**src/kfd_pkg.sv**
```systemverilog
// ----------------------------------------------------------------------------
// kfd_pkg
// Shared constants and types for the KISS frame deframer.
// ----------------------------------------------------------------------------
package kfd_pkg;

	// KISS framing characters
	localparam logic [7:0] FEND  = 8'hC0;
	localparam logic [7:0] FESC  = 8'hDB;
	localparam logic [7:0] TFEND = 8'hDC;
	localparam logic [7:0] TFESC = 8'hDD;

	// shortest frame that carries a message, and bytes ahead of the payload
	localparam int unsigned MIN_FRAME    = 6;
	localparam int unsigned HEADER_BYTES = 4;

	// one word of the outgoing message
	typedef struct packed {
		logic       last;
		logic [7:0] body_byte;
		logic [7:0] msg_id;
	} out_word_t;

endpackage

```
**src/kiss_frame_deframer_top.sv**
```systemverilog
// ----------------------------------------------------------------------------
// kiss_frame_deframer_top
// KISS deframer: serial bytes in, de-escaped message body words out.
// ----------------------------------------------------------------------------
// Input: one received byte per s_axis word. The block hunts for FEND, strips
// FESC escapes and keeps up to FRAME_BYTES bytes in a synchronous frame
// store; further bytes of the frame are dropped. A closing FEND on a frame of
// six or more bytes starts the message: type, length (bytes minus four), then
// frame bytes four onward, each m_axis word tagged with the message id and
// tlast on the final one. Shorter frames are discarded; an empty frame keeps
// the block receiving.
// Throughput: one input byte per cycle while a frame is collected. After a
// closing FEND the id and type bytes are read and the type word registered;
// the rest follow one per cycle while m_axis_tready is high, bounded by the
// single store read port; s_axis_tready is low from the cycle after that FEND
// until the last word is loaded into the output register.
// Stalls: m_axis_tready low holds the output word and the emitter, which in
// turn holds s_axis_tready low if a message is in progress.
// Reset: framing returns to hunting with no escape pending and no output
// word; the frame store is not cleared and needs no sweep.
// ----------------------------------------------------------------------------
module kiss_frame_deframer_top #(
	parameter int unsigned FRAME_BYTES = 32
) (
	input  logic        clk,
	input  logic        arst_n,
	input  logic        s_axis_tvalid,
	output logic        s_axis_tready,
	input  logic [7:0]  s_axis_tdata,  // [7:0] rx_byte
	output logic        m_axis_tvalid,
	input  logic        m_axis_tready,
	output logic [15:0] m_axis_tdata,  // [7:0] msg_id, [15:8] body_byte
	output logic        m_axis_tlast
);

	localparam int unsigned AW = $clog2(FRAME_BYTES);
	localparam int unsigned CW = $clog2(FRAME_BYTES + 1);

	logic               wr_en;
	logic [AW-1:0]      wr_addr;
	logic [7:0]         wr_data;
	logic               rd_en;
	logic [AW-1:0]      rd_addr;
	logic [7:0]         rd_data;
	logic               emit_start;
	logic [CW-1:0]      start_fill;
	logic               emit_busy;
	kfd_pkg::out_word_t out_word;

	// framing and escape removal
	kfd_rx #(
		.FRAME_BYTES(FRAME_BYTES),
		.AW         (AW),
		.CW         (CW)
	) u_rx (
		.clk       (clk),
		.arst_n    (arst_n),
		.in_valid  (s_axis_tvalid),
		.in_ready  (s_axis_tready),
		.in_byte   (s_axis_tdata),
		.emit_busy (emit_busy),
		.wr_en     (wr_en),
		.wr_addr   (wr_addr),
		.wr_data   (wr_data),
		.start     (emit_start),
		.start_fill(start_fill)
	);

	// frame store
	kfd_store #(
		.DEPTH(FRAME_BYTES),
		.AW   (AW)
	) u_store (
		.clk    (clk),
		.wr_en  (wr_en),
		.wr_addr(wr_addr),
		.wr_data(wr_data),
		.rd_en  (rd_en),
		.rd_addr(rd_addr),
		.rd_data(rd_data)
	);

	// message emitter
	kfd_emit #(
		.AW         (AW),
		.CW         (CW)
	) u_emit (
		.clk       (clk),
		.arst_n    (arst_n),
		.start     (emit_start),
		.start_fill(start_fill),
		.busy      (emit_busy),
		.rd_en     (rd_en),
		.rd_addr   (rd_addr),
		.rd_data   (rd_data),
		.out_valid (m_axis_tvalid),
		.out_ready (m_axis_tready),
		.out_word  (out_word)
	);

	assign m_axis_tdata = {out_word.body_byte, out_word.msg_id};
	assign m_axis_tlast = out_word.last;

	// store is never written while the emitter reads it
	a_no_rw_overlap: assert property (@(posedge clk) disable iff (!arst_n)
		!(wr_en && rd_en))
		else $error("frame store written during message read-out");

	// emitter is only started when idle
	a_start_idle: assert property (@(posedge clk) disable iff (!arst_n)
		emit_start |-> !emit_busy)
		else $error("emitter started while busy");

	// a started frame length is within bounds
	a_start_len: assert property (@(posedge clk) disable iff (!arst_n)
		emit_start |-> (start_fill >= CW'(kfd_pkg::MIN_FRAME)
			&& start_fill <= CW'(FRAME_BYTES)))
		else $error("frame length out of range at message start");

	// a start is followed by the emitter going busy
	a_start_busy: assert property (@(posedge clk) disable iff (!arst_n)
		emit_start |=> emit_busy)
		else $error("emitter did not take the frame");

endmodule

```
**src/kfd_store.sv**
```systemverilog
// ----------------------------------------------------------------------------
// kfd_store
// Frame store: one write port, one read port, registered read data.
// ----------------------------------------------------------------------------
module kfd_store #(
	parameter int unsigned DEPTH = 32,
	parameter int unsigned AW    = 5
) (
	input  logic          clk,
	input  logic          wr_en,
	input  logic [AW-1:0] wr_addr,
	input  logic [7:0]    wr_data,
	input  logic          rd_en,
	input  logic [AW-1:0] rd_addr,
	output logic [7:0]    rd_data
);

	logic [7:0] mem [DEPTH];

	// write port
	always_ff @(posedge clk) begin
		if (wr_en) begin
			mem[wr_addr] <= wr_data;
		end
	end

	// read port, data holds until the next read
	always_ff @(posedge clk) begin
		if (rd_en) begin
			rd_data <= mem[rd_addr];
		end
	end

endmodule

```
**src/kfd_rx.sv**
```systemverilog
// ----------------------------------------------------------------------------
// kfd_rx
// Receive side: hunts for FEND, removes escapes, writes the frame store and
// starts the emitter on a closing FEND of a long enough frame.
// ----------------------------------------------------------------------------
module kfd_rx #(
	parameter int unsigned FRAME_BYTES = 32,
	parameter int unsigned AW          = 5,
	parameter int unsigned CW          = 6
) (
	input  logic          clk,
	input  logic          arst_n,
	input  logic          in_valid,
	output logic          in_ready,
	input  logic [7:0]    in_byte,
	input  logic          emit_busy,
	output logic          wr_en,
	output logic [AW-1:0] wr_addr,
	output logic [7:0]    wr_data,
	output logic          start,
	output logic [CW-1:0] start_fill
);

	logic          receiving_q;
	logic          esc_q;
	logic [CW-1:0] fill_q;
	logic          acc;
	logic          is_fend;
	logic          is_fesc;
	logic          room;
	logic [7:0]    data_byte;

	assign in_ready = !emit_busy;
	assign acc      = in_valid && in_ready;
	assign is_fend  = (in_byte == kfd_pkg::FEND);
	assign is_fesc  = (in_byte == kfd_pkg::FESC);
	assign room     = (fill_q != CW'(FRAME_BYTES));

	// translate an escaped byte, pass unknown escapes through raw
	always_comb begin
		data_byte = in_byte;
		if (esc_q && in_byte == kfd_pkg::TFEND) begin
			data_byte = kfd_pkg::FEND;
		end else if (esc_q && in_byte == kfd_pkg::TFESC) begin
			data_byte = kfd_pkg::FESC;
		end
	end

	// store a data byte while there is room, drop it otherwise
	assign wr_en   = acc && receiving_q && !is_fend && !is_fesc && room;
	assign wr_addr = fill_q[AW-1:0];
	assign wr_data = data_byte;

	// hand a complete frame to the emitter
	assign start      = acc && receiving_q && is_fend && (fill_q >= CW'(kfd_pkg::MIN_FRAME));
	assign start_fill = fill_q;

	// framing state
	always_ff @(posedge clk or negedge arst_n) begin
		if (!arst_n) begin
			receiving_q <= 1'b0;
			esc_q       <= 1'b0;
			fill_q      <= '0;
		end else if (acc) begin
			if (!receiving_q) begin
				if (is_fend) begin
					receiving_q <= 1'b1;
					fill_q      <= '0;
				end
			end else if (is_fend) begin
				// empty frame keeps receiving; anything else ends the frame
				if (fill_q != '0) begin
					receiving_q <= 1'b0;
				end
			end else if (is_fesc) begin
				esc_q <= 1'b1;
			end else begin
				esc_q <= 1'b0;
				if (room) begin
					fill_q <= fill_q + CW'(1);
				end
			end
		end
	end

endmodule

```
**src/kfd_emit.sv**
```systemverilog
// ----------------------------------------------------------------------------
// kfd_emit
// Message emitter: reads the frame store and sends type, length and the
// payload bytes through a one-word output register.
// ----------------------------------------------------------------------------
module kfd_emit #(
	parameter int unsigned AW          = 5,
	parameter int unsigned CW          = 6
) (
	input  logic               clk,
	input  logic               arst_n,
	input  logic               start,
	input  logic [CW-1:0]      start_fill,
	output logic               busy,
	output logic               rd_en,
	output logic [AW-1:0]      rd_addr,
	input  logic [7:0]         rd_data,
	output logic               out_valid,
	input  logic               out_ready,
	output kfd_pkg::out_word_t out_word
);

	typedef enum logic [4:0] {
		E_IDLE = 5'b00001,
		E_ID   = 5'b00010,
		E_TYPE = 5'b00100,
		E_LEN  = 5'b01000,
		E_DATA = 5'b10000
	} emit_state_t;

	emit_state_t        state_q, state_d;
	logic [CW-1:0]      fill_q;
	logic [CW-1:0]      idx_q;
	logic [CW-1:0]      idx_nxt;
	logic [7:0]         id_q;
	logic               out_valid_q;
	kfd_pkg::out_word_t out_q;
	logic               out_free;
	logic               load;
	kfd_pkg::out_word_t load_word;
	logic               data_last;

	assign out_free  = !out_valid_q || out_ready;
	assign idx_nxt   = idx_q + CW'(1);
	assign data_last = (idx_nxt == fill_q);
	assign busy      = (state_q != E_IDLE);
	assign out_valid = out_valid_q;
	assign out_word  = out_q;

	// sequence the store reads and the output loads
	always_comb begin
		state_d   = state_q;
		rd_en     = 1'b0;
		rd_addr   = '0;
		load      = 1'b0;
		load_word = '{last: 1'b0, body_byte: rd_data, msg_id: id_q};
		unique case (state_q)
			E_IDLE: begin
				if (start) begin
					rd_en   = 1'b1;
					rd_addr = AW'(1);
					state_d = E_ID;
				end
			end
			E_ID: begin
				rd_en   = 1'b1;
				rd_addr = '0;
				state_d = E_TYPE;
			end
			E_TYPE: begin
				// a frame of at least six bytes never ends on the type word
				if (out_free) begin
					load    = 1'b1;
					state_d = E_LEN;
				end
			end
			E_LEN: begin
				load_word.body_byte = 8'(fill_q - CW'(kfd_pkg::HEADER_BYTES));
				if (out_free) begin
					load    = 1'b1;
					rd_en   = 1'b1;
					rd_addr = AW'(kfd_pkg::HEADER_BYTES);
					state_d = E_DATA;
				end
			end
			E_DATA: begin
				load_word.last = data_last;
				if (out_free) begin
					load = 1'b1;
					if (data_last) begin
						state_d = E_IDLE;
					end else begin
						rd_en   = 1'b1;
						rd_addr = idx_nxt[AW-1:0];
					end
				end
			end
			default: state_d = E_IDLE;
		endcase
	end

	// control state
	always_ff @(posedge clk or negedge arst_n) begin
		if (!arst_n) begin
			state_q     <= E_IDLE;
			out_valid_q <= 1'b0;
		end else begin
			state_q <= state_d;
			if (load) begin
				out_valid_q <= 1'b1;
			end else if (out_ready) begin
				out_valid_q <= 1'b0;
			end
		end
	end

	// frame length, message id, read index and output word
	always_ff @(posedge clk) begin
		if (state_q == E_IDLE && start) begin
			fill_q <= start_fill;
		end
		if (state_q == E_ID) begin
			id_q <= rd_data;
		end
		if (state_q == E_LEN && out_free) begin
			idx_q <= CW'(kfd_pkg::HEADER_BYTES);
		end else if (state_q == E_DATA && out_free) begin
			idx_q <= idx_nxt;
		end
		if (load) begin
			out_q <= load_word;
		end
	end

endmodule
```
**config.mk**
```make
export PLATFORM = sky130hd
export DESIGN_NAME = kiss_frame_deframer_top
export DESIGN_NICKNAME = d
export VERILOG_FILES = /design/src/kfd_pkg.sv /design/src/kiss_frame_deframer_top.sv /design/src/kfd_store.sv /design/src/kfd_rx.sv /design/src/kfd_emit.sv
export SDC_FILE = /design/constraint.sdc
export NUM_CORES = 1
export LEC_CHECK = 0
export BUFFER_PORTS_ARGS = -buffer_cell sky130_fd_sc_hd__buf_2
export CORE_AREA = 2 2 210 212
export DETAILED_ROUTE_END_ITERATION = 7
export DIE_AREA = 0 0 212 214
export HOLD_SLACK_MARGIN = 0.1
export PLACE_DENSITY_LB_ADDON = 0.1
export RECOVER_POWER = 100
export SYNTH_ARGS = -nofsm -noshare
export SYNTH_HDL_FRONTEND = slang
export SYNTH_HIERARCHICAL = 1
export SYNTH_SLANG_ARGS = --single-unit
```
**constraint.sdc**
```tcl
create_clock -name clk -period 5.2 [get_ports clk]
set_input_delay 0.78 -clock clk [delete_from_list [all_inputs] [get_ports clk]]
set_output_delay 0.78 -clock clk [all_outputs]
set_load 0.02 [all_outputs]
```
==> summary.txt <==
Status
  • Run status: finished with violations
  • Violations in the final reports: capacitance limit, slew limit

STA
  • Achievable clock frequency: 225 MHz
  • Slew at the pin with the worst max-slew slack: 1.76 ns
  • Final hold violation count: 0
  • Worst Clk Skew: 0.0173 ns
  • Shortest period the worst path allows: 4.45 ns
  • Final sum of negative setup slack: 0 ns
  • RSZ-0062 raised after global routing: no
  • Max Slew Vio Count: 135
  • Share of the cycle needed by the critical path after routing: 85.6%
  • Final setup violation count: 0
  • Relative slew slack: -17.3%

Clocking
  • Root buffer selected by CTS: sky130_fd_sc_hd__clkbuf_16
  • TritonCTS clock tree: done
  • Worst-Skew Late Latency: 0.53 ns
  • Num Clock Sinks: 315
  • Clock slew seen by the registers of the worst setup and hold paths: 0.06 ns
  • Buffer count from post-CTS setup fixing: 0
  • Number of levels in the clock H-tree: 2
  • Number of clock buffers inserted by TritonCTS: 36
  • Hold Buf Count CTS: 0
  • Buffer levels on the longest clock path: 3
  • CTS resizes: 0

Floorplan
  • Die Span X: 212 µm
  • Row count: 76
  • Placeable core area: 0.0429 mm²
  • Area of the die: 0.0454 mm²
  • I/O pin cnt: 31
  • Starting utilization of the core area: 30.0%
  • Vertical extent of the die: 214 µm

Critical path
  • Crit path buf inv count: 2
  • Required time reported for the critical path endpoint: 5.48 ns
  • Cell depth of the worst flop-to-flop path: 11
  • Crit-path max cell delay: 0.60 ns
  • Destination of the critical timing path: u_store/rd_data[0]$_DFFE_PP_
  • CP delay by family, top: simple AND/OR/NAND/NOR gates
  • Critical Path Sink Type: register
  • CP most frequent cell: sky130_fd_sc_hd__mux4_2
  • Arrival @ worst endpoint: 4.73 ns
  • Cell depth of the worst setup path: 11
  • Critical path peak fanout: 11
  • Startpoint type of the worst setup path: register
  • Worst R2R Setup Slack: 0.75 ns
  • FF-to-FF Start: u_emit/state_q[2]$_DFFE_PN0P_
  • Critical Path Source: u_emit/state_q[2]$_DFFE_PN0P_
  • Terminus of the critical flop-to-flop path: u_store/rd_data[0]$_DFFE_PP_
  • Start-to-end type of the worst setup path: reg2reg
  • Worst path cell trace: or3_1 > or3b_1 > nor2b_1 > and2_0 > and3_1 > inv_1 > o22ai_4 > clkbuf_2 > mux4_2 > mux4_2 > mux2_2
  • Cell with the largest stage delay on the worst path: sky130_fd_sc_hd__mux4_2

Logic synthesis
  • Share of synthesized area occupied by flip-flops and latches: 72.6%
  • Dominant cell type by area after synthesis: sky130_fd_sc_hd__edfxtp_1
  • Cell area after synthesis: 0.0129 mm²
  • Post-Syn Area per Cell: 19.6 µm²
  • Number of standard cells after synthesis: 656
  • Synth area leaders: sky130_fd_sc_hd__edfxtp_1 69%, sky130_fd_sc_hd__mux4_2 14%, sky130_fd_sc_hd__dfrtp_1 2.5%, sky130_fd_sc_hd__nor2_1 1.5%, sky130_fd_sc_hd__mux2_2 0.96%
  • Count of flip-flops with a built-in enable after synthesis: 295
  • Post-synth cell types: 72
  • Number of warnings reported in the yosys synthesis log: 6
  • Proportion of register bits with asynchronous set or reset after synthesis: 4.44%
  • Leading register cell type out of synthesis: sky130_fd_sc_hd__edfxtp_1
  • Post-synthesis register bit count: 315
  • Nets in the synthesized netlist: 674
  • Area fraction of the dominant cell type after synthesis: 68.9%

Final layout
  • Layout cells sized above 1: 22.9%
  • Final layout net count: 723
  • Post-Route Utilization: 34.2%
  • Area added between synthesis and finish: 14.2%
  • Most used cells in the layout excluding fill and tap cells: 295 x sky130_fd_sc_hd__edfxtp_1, 80 x sky130_fd_sc_hd__mux4_2, 51 x sky130_fd_sc_hd__nor2_1
  • Fill cell total of the finished layout: 4078
  • Footprint of the multi-input gates: 0.00324 mm²
  • Total inserted antenna cells: 0
  • Most common library cell in the layout ignoring fill and taps: sky130_fd_sc_hd__edfxtp_1
  • Register area: 0.00933 mm²

Route
  • First-pass DRT Iterations: 5
  • Residual DRC count: 0
  • Vias: 6223
  • Drt via density: 4.74
  • Average routed wire per standard cell: 22.9 µm
  • Total wire length: 30.0 mm
  • Starting DRC count in detailed routing: 489
  • Number of nets with antenna violations after detailed routing: 0

Placement
  • Post-detailed-placement half-perimeter wirelength: 19.4 mm
  • Port Buffers: 30
  • GP Congestion: 0.774

Pwr
  • Worst vdd rail ir drop: 0.182 mV
  • Leakage power: 4.43 nW
  • Pwr Density: 362 mW/mm²

GRT
  • Gr ovfl total: 0
  • Maximum number of pins on one net before global-route repair: 36
  • Vias in the first global route: 6700
  • Initial antenna violation count: 1
  • GRT Resource Usage Total: 13.6%
  • First-pass GRT wire length: 44.3 mm

Flow run
  • Total of max-cap violations: 4

Worst hold path
  • Hold Path Class: in2async
[worst reg2reg max path: cells and delay by family, from the launching register on]
family | cells | cell delay [ns]
DFF | 1 | 0.46
AOI/OAI and AO/OA | 1 | 0.33
and+or+nand+nor | 5 | 1.44
buffers and inverters | 2 | 0.57
muxes | 3 | 1.40
[synthesized netlist by cell type, types with 7 or more instances]
cell,count
sky130_fd_sc_hd__inv_1,10
sky130_fd_sc_hd__xnor2_1,10
sky130_fd_sc_hd__nor2_1,50
sky130_fd_sc_hd__o21ai_0,7
sky130_fd_sc_hd__and3_1,7
sky130_fd_sc_hd__edfxtp_1,295
sky130_fd_sc_hd__mux2_2,11
sky130_fd_sc_hd__buf_4,11
sky130_fd_sc_hd__mux2i_1,7
sky130_fd_sc_hd__mux4_2,80
sky130_fd_sc_hd__clkbuf_1,15
sky130_fd_sc_hd__dfrtp_1,13
sky130_fd_sc_hd__nand2_1,18
[per-layer routing]
layer / track usage (%) / wire length, µm / vias to the layer above
li1: - / - / 2740
met1: 18.2 / 13100 / 3316
met2: 22.1 / 14800 / 124
met3: 2.29 / 1360 / 43
met4: 5.00 / 713 / 0
met5: 0 / 0 / -
[power breakdown]
group          internal, W  leakage, nW  switching, W
sequential         0.00280         2.88     0.0000302
combinational    0.0000619         1.05      0.000129
clock              0.00134        0.505      0.000959
[cell families after synthesis]
| group | count (synthesis) | synth area share [%] |
|---|---|---|
| flops | 315 | 72.6 |
| simple gates | 130 | 5.70 |
| mux | 98 | 15.5 |
| buf+inv | 52 | 2.17 |
| compound gates | 38 | 2.16 |
| xor+xnor | 17 | 1.27 |
| fa+ha+maj | 6 | 0.584 |
[sequential cells by signal, indices dropped and copies added (netlist names)]
signal            flops
u_store/mem         256
u_emit/state_q        5
u_emit/out_word      17
u_emit/idx_q          6
u_emit/fill_q         6
u_emit/out_valid      1
u_rx/esc_q            1
u_rx/start_fill       6
u_rx/receiving_q      1
u_emit/id_q           8
u_store/rd_data       8
[final cells by class]
type,count,area share [%]
Clock inverter,17,0.682
Inverter,11,0.290
Clock buffer,44,6.49
Tap cell,585,4.99
Multi-Input combinational cell,289,22.1
Sequential cell,315,63.6
Timing Repair Buffer,52,1.88
[metrics by stage]
stage | power, W | cell area, µm² | hold slack [ns] | worst slack, ns | cells
global route | 0.00552 | 14700 | 0.388 | 0.487 | 1313
floorplan | 0.00301 | 12900 | 0.400 | 1.18 | 656
detailed placement | 0.00308 | 13700 | 0.405 | 0.739 | 1252
global placement | 0.00307 | 13700 | 0.416 | 0.759 | 1252
CTS | 0.00541 | 14800 | 0.140 | 0.804 | 1313
finish | 0.00532 | 14700 | 0.322 | 0.747 | 1313
[how the worst min path moves through the flow]
stage	start	end	slack (ns)	cells past startpoint
detailed placement	u_emit/id_q[0]$_DFFE_PP_	u_emit/out_word[0]$_DFFE_PP_	0.40	0
floorplan	u_emit/id_q[0]$_DFFE_PP_	u_emit/out_word[0]$_DFFE_PP_	0.40	0
global placement	u_emit/id_q[0]$_DFFE_PP_	u_emit/out_word[0]$_DFFE_PP_	0.42	0
CTS	arst_n	u_rx/esc_q$_DFFE_PN0P_	0.14	1
finish	arst_n	u_rx/esc_q$_DFFE_PN0P_	0.32	1
global route	arst_n	u_rx/esc_q$_DFFE_PN0P_	0.39	1
Power figures use the tool's default switching activity.
